File: src/sv/oaief_pkg.sv
// Shared constants and types for the ordered array core.
// No dependencies; used by every other file of the block but the macro header.
package oaief_pkg;

  localparam int DEPTH_DEF = 16;

  localparam int OPCODE_W = 3;
  localparam int POS_W    = 5;
  localparam int VALUE_W  = 32;
  localparam int STATUS_W = 2;
  localparam int INDEX_W  = 4;
  localparam int COUNT_W  = 5;

  localparam logic [OPCODE_W-1:0] OP_APPEND = 3'd0;
  localparam logic [OPCODE_W-1:0] OP_DROP   = 3'd1;
  localparam logic [OPCODE_W-1:0] OP_INSERT = 3'd2;
  localparam logic [OPCODE_W-1:0] OP_ERASE  = 3'd3;
  localparam logic [OPCODE_W-1:0] OP_FIND   = 3'd4;

  localparam logic [STATUS_W-1:0] ST_OK     = 2'd0;
  localparam logic [STATUS_W-1:0] ST_FULL   = 2'd1;
  localparam logic [STATUS_W-1:0] ST_EMPTY  = 2'd2;
  localparam logic [STATUS_W-1:0] ST_BADPOS = 2'd3;

  // Controller to datapath commands.
  typedef struct packed {
    logic load;      // capture an accepted request, restart the scan
    logic scan_inc;  // advance the find scan by one entry
    logic commit;    // update the array and load the result register
  } ctrl_cmd_t;

  // Datapath to controller status.
  typedef struct packed {
    logic done;      // the pending request can complete this cycle
  } dp_stat_t;

endpackage

File: src/sv/oaief_if.sv
// Request and response channel interfaces for the ordered array core.
// Depends on oaief_pkg for field widths.
interface oaief_req_if;
  logic                                 valid;
  logic                                 ready;
  logic [oaief_pkg::OPCODE_W-1:0]       opcode;
  logic [oaief_pkg::POS_W-1:0]          position;
  logic signed [oaief_pkg::VALUE_W-1:0] value;

  modport source (output valid, opcode, position, value, input ready);
  modport sink   (input valid, opcode, position, value, output ready);
endinterface

interface oaief_rsp_if;
  logic                            valid;
  logic                            ready;
  logic [oaief_pkg::STATUS_W-1:0]  status;
  logic                            found;
  logic [oaief_pkg::INDEX_W-1:0]   match_index;
  logic [oaief_pkg::COUNT_W-1:0]   entry_count;

  modport source (output valid, status, found, match_index, entry_count, input ready);
  modport sink   (input valid, status, found, match_index, entry_count, output ready);
endinterface

File: src/sv/oaief_ctrl.sv
// Controller of the ordered array core: request intake, sequencing, response valid.
// Depends on oaief_pkg for the command and status structs.
module oaief_ctrl (
  input  logic                 clk,
  input  logic                 rst,
  input  logic                 in_valid,
  output logic                 in_ready,
  output logic                 out_valid,
  input  logic                 out_ready,
  output oaief_pkg::ctrl_cmd_t cmd,
  input  oaief_pkg::dp_stat_t  st
);

  typedef enum logic [1:0] {
    S_IDLE = 2'b01,
    S_BUSY = 2'b10
  } state_t;

  state_t state, state_next;
  logic   out_valid_next;
  logic   slot_free;

  assign slot_free = !out_valid || out_ready;

  always_comb begin
    state_next     = state;
    cmd            = '0;
    in_ready       = 1'b0;
    out_valid_next = out_valid && !out_ready;
    case (state)
      S_IDLE: begin
        in_ready = 1'b1;
        if (in_valid) begin
          cmd.load   = 1'b1;
          state_next = S_BUSY;
        end
      end
      S_BUSY: begin
        if (st.done) begin
          // hold until the result register can take the response
          if (slot_free) begin
            cmd.commit     = 1'b1;
            out_valid_next = 1'b1;
            state_next     = S_IDLE;
          end
        end else begin
          cmd.scan_inc = 1'b1;
        end
      end
      default: begin
        state_next = S_IDLE;
      end
    endcase
  end

  always_ff @(posedge clk) begin
    if (rst) begin
      state     <= S_IDLE;
      out_valid <= 1'b0;
    end else begin
      state     <= state_next;
      out_valid <= out_valid_next;
    end
  end

endmodule

File: src/sv/oaief_dp.sv
// Datapath of the ordered array core: entry row, fill count, find scan, result register.
// Depends on oaief_pkg for widths, opcodes, status codes and command structs.
module oaief_dp #(
  parameter int DEPTH = oaief_pkg::DEPTH_DEF
) (
  input  logic                                 clk,
  input  logic                                 rst,
  input  oaief_pkg::ctrl_cmd_t                 cmd,
  output oaief_pkg::dp_stat_t                  st,
  input  logic [oaief_pkg::OPCODE_W-1:0]       in_opcode,
  input  logic [oaief_pkg::POS_W-1:0]          in_position,
  input  logic signed [oaief_pkg::VALUE_W-1:0] in_value,
  output logic [oaief_pkg::STATUS_W-1:0]       status,
  output logic                                 found,
  output logic [oaief_pkg::INDEX_W-1:0]        match_index,
  output logic [oaief_pkg::COUNT_W-1:0]        entry_count
);

  localparam int CNT_W = $clog2(DEPTH + 1);
  localparam int IDX_W = $clog2(DEPTH);
  localparam int CMP_W = (CNT_W > oaief_pkg::POS_W) ? CNT_W : oaief_pkg::POS_W;

  logic signed [oaief_pkg::VALUE_W-1:0] entries [DEPTH];
  logic [CNT_W-1:0]                     count;
  logic [CNT_W-1:0]                     count_next;
  logic [IDX_W-1:0]                     scan;

  logic [oaief_pkg::OPCODE_W-1:0]       op_q;
  logic [oaief_pkg::POS_W-1:0]          pos_q;
  logic signed [oaief_pkg::VALUE_W-1:0] val_q;

  logic [oaief_pkg::STATUS_W-1:0] status_c;
  logic                           grow, shrink, is_find, hit, scan_last;
  logic                           full, empty;
  logic [CMP_W-1:0]               pos_x, cnt_x, ins_x;

  always_comb begin
    full     = (count == CNT_W'(DEPTH));
    empty    = (count == '0);
    pos_x    = CMP_W'(pos_q);
    cnt_x    = CMP_W'(count);
    status_c = oaief_pkg::ST_OK;
    grow     = 1'b0;
    shrink   = 1'b0;
    case (op_q)
      oaief_pkg::OP_APPEND: begin
        if (full) status_c = oaief_pkg::ST_FULL;
        else      grow     = 1'b1;
      end
      oaief_pkg::OP_DROP: begin
        if (empty) status_c = oaief_pkg::ST_EMPTY;
        else       shrink   = 1'b1;
      end
      oaief_pkg::OP_INSERT: begin
        if (full)               status_c = oaief_pkg::ST_FULL;
        else if (pos_x > cnt_x) status_c = oaief_pkg::ST_BADPOS;
        else                    grow     = 1'b1;
      end
      oaief_pkg::OP_ERASE: begin
        if (empty)               status_c = oaief_pkg::ST_EMPTY;
        else if (pos_x >= cnt_x) status_c = oaief_pkg::ST_BADPOS;
        else                     shrink   = 1'b1;
      end
      default: begin
      end
    endcase

    // append is an insert at the current end
    ins_x = (op_q == oaief_pkg::OP_APPEND) ? cnt_x : pos_x;

    count_next = count;
    if (grow)        count_next = count + CNT_W'(1);
    else if (shrink) count_next = count - CNT_W'(1);

    is_find   = (op_q == oaief_pkg::OP_FIND);
    hit       = is_find && (CNT_W'(scan) < count) && (entries[scan] == val_q);
    scan_last = (CNT_W'(scan) + CNT_W'(1)) >= count;
    st.done   = !is_find || hit || scan_last;
  end

  // Entry row: each slot takes its own value, its lower or upper neighbor.
  for (genvar i = 0; i < DEPTH; i++) begin : g_slot
    localparam logic [CMP_W-1:0] SlotIdx = CMP_W'(i);
    logic signed [oaief_pkg::VALUE_W-1:0] below, above;

    if (i == 0) begin : g_lo
      assign below = entries[i];
    end else begin : g_lo
      assign below = entries[i-1];
    end
    if (i == DEPTH - 1) begin : g_hi
      assign above = entries[i];
    end else begin : g_hi
      assign above = entries[i+1];
    end

    always_ff @(posedge clk) begin
      if (cmd.commit && grow) begin
        if (SlotIdx == ins_x)     entries[i] <= val_q;
        else if (SlotIdx > ins_x) entries[i] <= below;
      end else if (cmd.commit && shrink && (op_q == oaief_pkg::OP_ERASE) &&
                   (SlotIdx >= pos_x)) begin
        entries[i] <= above;
      end
    end
  end

  always_ff @(posedge clk) begin
    if (rst) begin
      count <= '0;
    end else if (cmd.commit) begin
      count <= count_next;
    end
  end

  always_ff @(posedge clk) begin
    if (cmd.load) begin
      op_q  <= in_opcode;
      pos_q <= in_position;
      val_q <= in_value;
      scan  <= '0;
    end else if (cmd.scan_inc) begin
      scan <= scan + IDX_W'(1);
    end
  end

  always_ff @(posedge clk) begin
    if (cmd.commit) begin
      status      <= status_c;
      found       <= hit;
      match_index <= hit ? oaief_pkg::INDEX_W'(scan) : '0;
      entry_count <= oaief_pkg::COUNT_W'(count_next);
    end
  end

endmodule

File: src/sv/ordered_array_insert_erase_find_core.sv
// Top level of the ordered array core: channels, controller and datapath.
// Depends on oaief_pkg, oaief_if, oaief_ctrl and oaief_dp.
//
//   channel | dir | fields                                    | accepted when
//   --------+-----+-------------------------------------------+---------------------
//   req     | in  | opcode[3] position[5] value[32] signed    | req.valid & req.ready
//   rsp     | out | status[2] found match_index[4] count[5]   | rsp.valid & rsp.ready
//
// One request at a time. Append, drop, insert and erase are captured, then
// executed in the entry row. Find is captured, then one comparator scans the row
// one entry per cycle until it hits a match or reaches the last live entry.
// Reset clears the fill count and the controller; entry contents are left as is.
// A stalled response holds in the result register; the next request is still
// accepted and waits at completion until that register is taken.
module ordered_array_insert_erase_find_core #(
  parameter int DEPTH = oaief_pkg::DEPTH_DEF
) (
  input logic           clk,
  input logic           rst,
  oaief_req_if.sink     req,
  oaief_rsp_if.source   rsp
);

  oaief_pkg::ctrl_cmd_t cmd;
  oaief_pkg::dp_stat_t  st;

  // Sequence each request: accept, scan if needed, commit into the result register.
  oaief_ctrl u_ctrl (
    .clk       (clk),
    .rst       (rst),
    .in_valid  (req.valid),
    .in_ready  (req.ready),
    .out_valid (rsp.valid),
    .out_ready (rsp.ready),
    .cmd       (cmd),
    .st        (st)
  );

  // Hold the entries, shift them on insert and erase, scan them on find.
  oaief_dp #(
    .DEPTH (DEPTH)
  ) u_dp (
    .clk         (clk),
    .rst         (rst),
    .cmd         (cmd),
    .st          (st),
    .in_opcode   (req.opcode),
    .in_position (req.position),
    .in_value    (req.value),
    .status      (rsp.status),
    .found       (rsp.found),
    .match_index (rsp.match_index),
    .entry_count (rsp.entry_count)
  );

endmodule

File: src/flat_wrapper.sv
// flat-port wrapper written by rule: the top's interface ports become plain ports
module ordered_array_insert_erase_find_core_flat 
#(
  parameter int DEPTH = oaief_pkg::DEPTH_DEF
)
  (clk, rst, req_valid, req_opcode, req_position, req_value, req_ready, rsp_valid, rsp_status, rsp_found, rsp_match_index, rsp_entry_count, rsp_ready);
  oaief_req_if req_i ();
  oaief_rsp_if rsp_i ();
  input logic clk;
  input logic rst;
  input wire logic [$bits(req_i.valid)-1:0] req_valid;
  input wire logic [$bits(req_i.opcode)-1:0] req_opcode;
  input wire logic [$bits(req_i.position)-1:0] req_position;
  input wire logic [$bits(req_i.value)-1:0] req_value;
  output wire logic [$bits(req_i.ready)-1:0] req_ready;
  output wire logic [$bits(rsp_i.valid)-1:0] rsp_valid;
  output wire logic [$bits(rsp_i.status)-1:0] rsp_status;
  output wire logic [$bits(rsp_i.found)-1:0] rsp_found;
  output wire logic [$bits(rsp_i.match_index)-1:0] rsp_match_index;
  output wire logic [$bits(rsp_i.entry_count)-1:0] rsp_entry_count;
  input wire logic [$bits(rsp_i.ready)-1:0] rsp_ready;
  assign req_i.valid = req_valid;
  assign req_i.opcode = req_opcode;
  assign req_i.position = req_position;
  assign req_i.value = req_value;
  assign req_ready = req_i.ready;
  assign rsp_valid = rsp_i.valid;
  assign rsp_status = rsp_i.status;
  assign rsp_found = rsp_i.found;
  assign rsp_match_index = rsp_i.match_index;
  assign rsp_entry_count = rsp_i.entry_count;
  assign rsp_i.ready = rsp_ready;
  ordered_array_insert_erase_find_core #(.DEPTH(DEPTH)) u_core (.clk(clk), .rst(rst), .req(req_i), .rsp(rsp_i));
endmodule
File: config.mk
export PLATFORM = sky130hd
export DESIGN_NAME = ordered_array_insert_erase_find_core_flat
export DESIGN_NICKNAME = d
export VERILOG_FILES = /design/src/sv/oaief_pkg.sv /design/src/sv/oaief_if.sv /design/src/sv/oaief_ctrl.sv /design/src/sv/oaief_dp.sv /design/src/sv/ordered_array_insert_erase_find_core.sv /design/src/flat_wrapper.sv
export SDC_FILE = /design/constraint.sdc
export NUM_CORES = 1
export LEC_CHECK = 0
export ABC_CLOCK_PERIOD_IN_PS = 18630
export BUFFER_PORTS_ARGS = -buffer_cell sky130_fd_sc_hd__buf_2
export CAP_MARGIN = 10
export CORE_UTILIZATION = 40
export DETAILED_ROUTE_END_ITERATION = 12
export PLACE_DENSITY_LB_ADDON = 0.08
export SLEW_MARGIN = 20
export SYNTH_ARGS = -nofsm -noshare
export SYNTH_HDL_FRONTEND = slang
export SYNTH_SLANG_ARGS = --single-unit
File: constraint.sdc
create_clock -name clk -period 18.63 [get_ports clk]
set_clock_uncertainty 0.2 [all_clocks]
set_input_delay 0 -clock clk [delete_from_list [all_inputs] [get_ports clk]]
set_output_delay 0 -clock clk [all_outputs]
set_load 0.005 [all_outputs]
==> out/metrics.csv <==
stage,metric,value,unit
synth,Netlist Area Pre-Place,33700,sq um
detailed_routing,met2 WL,58800,microns
cells_and_area,fillers,7597,
detailed_routing,met1 WL,52400,microns
global_routing,largest net degree at the start of global routing,110,
floorplanning,Ports,58,
synth,"Top FF cell, synth",edfxtp_1,
sta,fin crit period,6.83,ns
critical_path,Setup crit end kind,register,
critical_path,Crit Path Category,register to register,
synth,post-synth cell types,77,
clock_network,total CTS buffers,72,
power,P per Cell Area,78.0,nW/um^2
clock_network,# H-tree levels,3,
outcome,status,"finished, violations left",
critical_path,startpoint types,register,
synth,syn_nets,2971,
global_routing,grt total ovfl,0,
detailed_routing,via count,25140,
floorplanning,Die W,292,microns
global_routing,Overall Global Routing Usage,0.287,
power,internal power,2.28,mW
synth,instance count of the mapped netlist,2910,
detailed_routing,drt wl/cell,30.6,microns
clock_network,CTS Buffer Depth,3,
detailed_routing,Post-route DRC,1,
synth,Post-synth EDFFs,564,
cells_and_area,"Cell Count, Final, Fillers Out",4057,
placement,routability-driven placement congestion ratio,0.856,
power,LEAKAGE,13.9,nW
critical_path,crit-path max FO,48,
critical_path,WP data required,18.68,ns
clock_network,"Clk pin slew, worst setup/hold paths",0.06,ns
clock_network,Clock Latency Late Sink,0.63,ns
power,Worst VDD drop,0.0644,mV
cells_and_area,n_diodes,0,
placement,port buffer count,57,
sta,worst slew pin tran,1.11,ns
placement,placed cell count,3838,
synth,sequential element share of the synthesized area,0.512,
power,clock power share,0.456,
min_path,hold path depth,4,
synth,Synth Warn #,0,
detailed_routing,vias per inst,6.20,
sta,f_max,146,MHz
detailed_routing,top sig layer,met4,
critical_path,Worst EP arrival,6.88,ns
outcome,failing checks,DRC,
clock_network,CTS tree,built,
sta,Tcrit/Tclk final,0.367,
power,part of the power in registers,0.494,
clock_network,root buffer cell,clkbuf_16,
cells_and_area,final net count,2979,
global_routing,initial antenna violation count,0,
power,Logic pwr share,0.050,
clock_network,cts repair resizes,0,
sta,final hold slack,0.0692,ns
global_routing,vias in the first global route,24444,
cells_and_area,layout cells sized above 1,0.162,
floorplanning,DIE AREA,85400,sq um
detailed_routing,met3 wire length,9840,microns
min_path,min-delay src,rsp_ready,
floorplanning,Die Y,292,microns
cells_and_area,area grow syn2layout,13.0,%
detailed_routing,TritonRoute pass-1 iters,10,
critical_path,cell count of the worst reg-to-reg path,11,
cells_and_area,Final Util,0.456,
power,net switching fraction of the power,0.232,
sta,Final Max Slew Viols,0,
synth,Synth async-reset ratio,0,
global_routing,first-pass GRT wire length,178000,microns
sta,endpoints failing hold,0,
detailed_routing,Routed Antenna Nets,0,
power,P_sw,0.688,mW
min_path,HP Class,input port to register,
sta,Slew Limit Headroom,0.258,
floorplanning,initial core utilization,0.403,
floorplanning,core region area,83600,sq um
placement,DPL Wire Length,70100,microns
run,Max-Cap Viols,0,
detailed_routing,final WL,124000,microns
synth,"flops & latches, synth",580,
clock_network,Sink Count,580,
sta,unrepaired setup endpoints after global routing,false,
floorplanning,row count,106,
sta,setup_tns,0,ns
detailed_routing,DR iter-0 viols,2924,
sta,Setup-failing EPs final,0,
synth,mean post-synth cell area,11.6,sq um
[layout by cell type, fill, tap and decap left out, types with 5 or more instances in the layout]
master,count
a211oi_1,5
a21oi_1,120
a22oi_1,39
buf_2,57
buf_4,64
clkbuf_1,20
clkbuf_16,75
clkinv_1,13
clkinv_2,17
dfxtp_1,12
dlygate4sd3_1,86
edfxtp_1,564
ha_1,17
inv_1,20
mux2_2,82
mux2i_1,495
mux4_2,103
nand2_1,409
nand2b_1,8
nand2b_2,6
nand3_1,18
nand3b_1,10
nand4_1,11
nor2_1,137
nor2b_1,13
nor3_1,11
nor3_2,5
nor3b_1,6
o21ai_0,340
o21ai_4,7
o22ai_1,11
or2_2,5
or3_1,13
xnor2_1,28
xor2_1,15
[synthesized netlist by cell type, types with 5 or more instances]
cell / count / area (sq um)
nand4_1: 11 / 68.8
buf_2: 28 / 140
nand2_1: 417 / 1570
nor3_1: 16 / 80.1
mux2i_1: 496 / 4960
xor2_1: 15 / 131
o21a_1: 6 / 45.0
nor2_1: 138 / 518
nor2b_1: 13 / 81.3
or2_2: 5 / 31.3
edfxtp_1: 564 / 16900
nand2b_1: 14 / 87.6
and2_1: 6 / 37.5
o21ai_1: 5 / 25.0
xnor2_1: 28 / 245
ha_1: 17 / 213
mux2_2: 82 / 923
inv_1: 20 / 75.1
a211oi_1: 5 / 37.5
nand3b_1: 10 / 75.1
dfxtp_1: 16 / 320
mux4_2: 103 / 2320
buf_6: 7 / 78.8
a22oi_1: 39 / 293
nor3b_1: 7 / 52.6
o21ai_0: 342 / 1710
clkbuf_1: 199 / 747
a31oi_1: 5 / 31.3
a21oi_1: 121 / 606
buf_4: 11 / 82.6
or3_1: 13 / 81.3
o22ai_1: 11 / 68.8
nand3_1: 21 / 105
buf_1: 29 / 109
[worst max-delay path, cell delays in order (launching register included)]
cell and delay [ns]:
dfxtp_4 0.60, buf_4 0.46, buf_4 0.78, mux4_2 0.61, mux4_2 0.49, xor2_1 0.23
a2111o_1 0.32, or4_4 0.57, or3_1 0.60, o21ai_2 0.67, o21a_2 0.25, buf_4 0.56
[metrics by stage]
stage | instance area, sq um | setup slack [ns] | power (mW)
floorplan | 33700 | 12.68 | 1.58
global placement | 35000 | 11.91 | 1.62
detailed placement | 35000 | 11.81 | 1.63
CTS | 38100 | 11.78 | 2.99
global route | 38100 | 11.55 | 3.06
finish | 38100 | 11.80 | 2.97
[path summary, 6_finish.rpt]
path                            endpoint  slack [ns]
min reg2reg      u_core.u_ctrl.out_valid        0.34
max          u_core.u_dp.entries[11][14]       11.80
min              u_core.u_ctrl.out_valid        0.07
max reg2reg  u_core.u_dp.entries[11][14]       11.80
[sequential cells by signal (all words and copies together) (netlist names), named ones only]
register and flops:
u_core.u_dp.found 1, u_core.u_dp.entry_count 5, u_core.u_dp.op_q 3, u_core.u_dp.match_index 4, u_core.u_dp.cnt_x 5, u_core.u_dp.status 2, u_core.u_dp.val_q 32, u_core.u_dp.pos_q 5
u_core.u_dp.scan 4, u_core.u_ctrl.state 2, u_core.u_ctrl.out_valid 1, u_core.u_dp.entries 512
[power by group through the flow]
stage / logic [mW] / clock network, mW / registers (mW)
floorplan: 0.106 / 0 / 1.48
global placement: 0.128 / 0 / 1.49
detailed placement: 0.134 / 0 / 1.50
CTS: 0.147 / 1.38 / 1.47
global route: 0.165 / 1.43 / 1.47
finish: 0.148 / 1.35 / 1.47
[timing repair]
item,4_1_cts,5_1_grt
endpoints found under the hold margin,84,0
buffers inserted,0,0
hold buffers,86,0
[layer usage]
metal | vias up | track usage
met5 | - | 0
met4 | 0 | 0.0816
met3 | 184 | 0.0494
met2 | 1214 | 0.468
met1 | 12825 | 0.393
li1 | 10917 | -
[logic make-up after synthesis]
family | Yosys count | synth area share
buffers and inverters | 296 | 0.0368
AO/OA/AOI/OAI | 585 | 0.0973
AND/OR/NAND/NOR | 706 | 0.0913
multiplexers | 683 | 0.245
XOR/XNOR | 43 | 0.0112
adder cells (fa/ha/maj) | 17 | 0.00631
flip-flops | 580 | 0.512
[final cells by class]
type | instances | area [sq um] | area share
inverter | 22 | 82.6 | 0.00217
tap | 1080 | 1350 | 0.0355
clock inverter | 38 | 244 | 0.00641
clock buffer | 95 | 1950 | 0.0513
timing repair buffer | 208 | 1650 | 0.0432
multi-input combinational | 2034 | 15500 | 0.408
sequential | 580 | 17300 | 0.454
No activity file was read; power rests on OpenSTA's default activity.
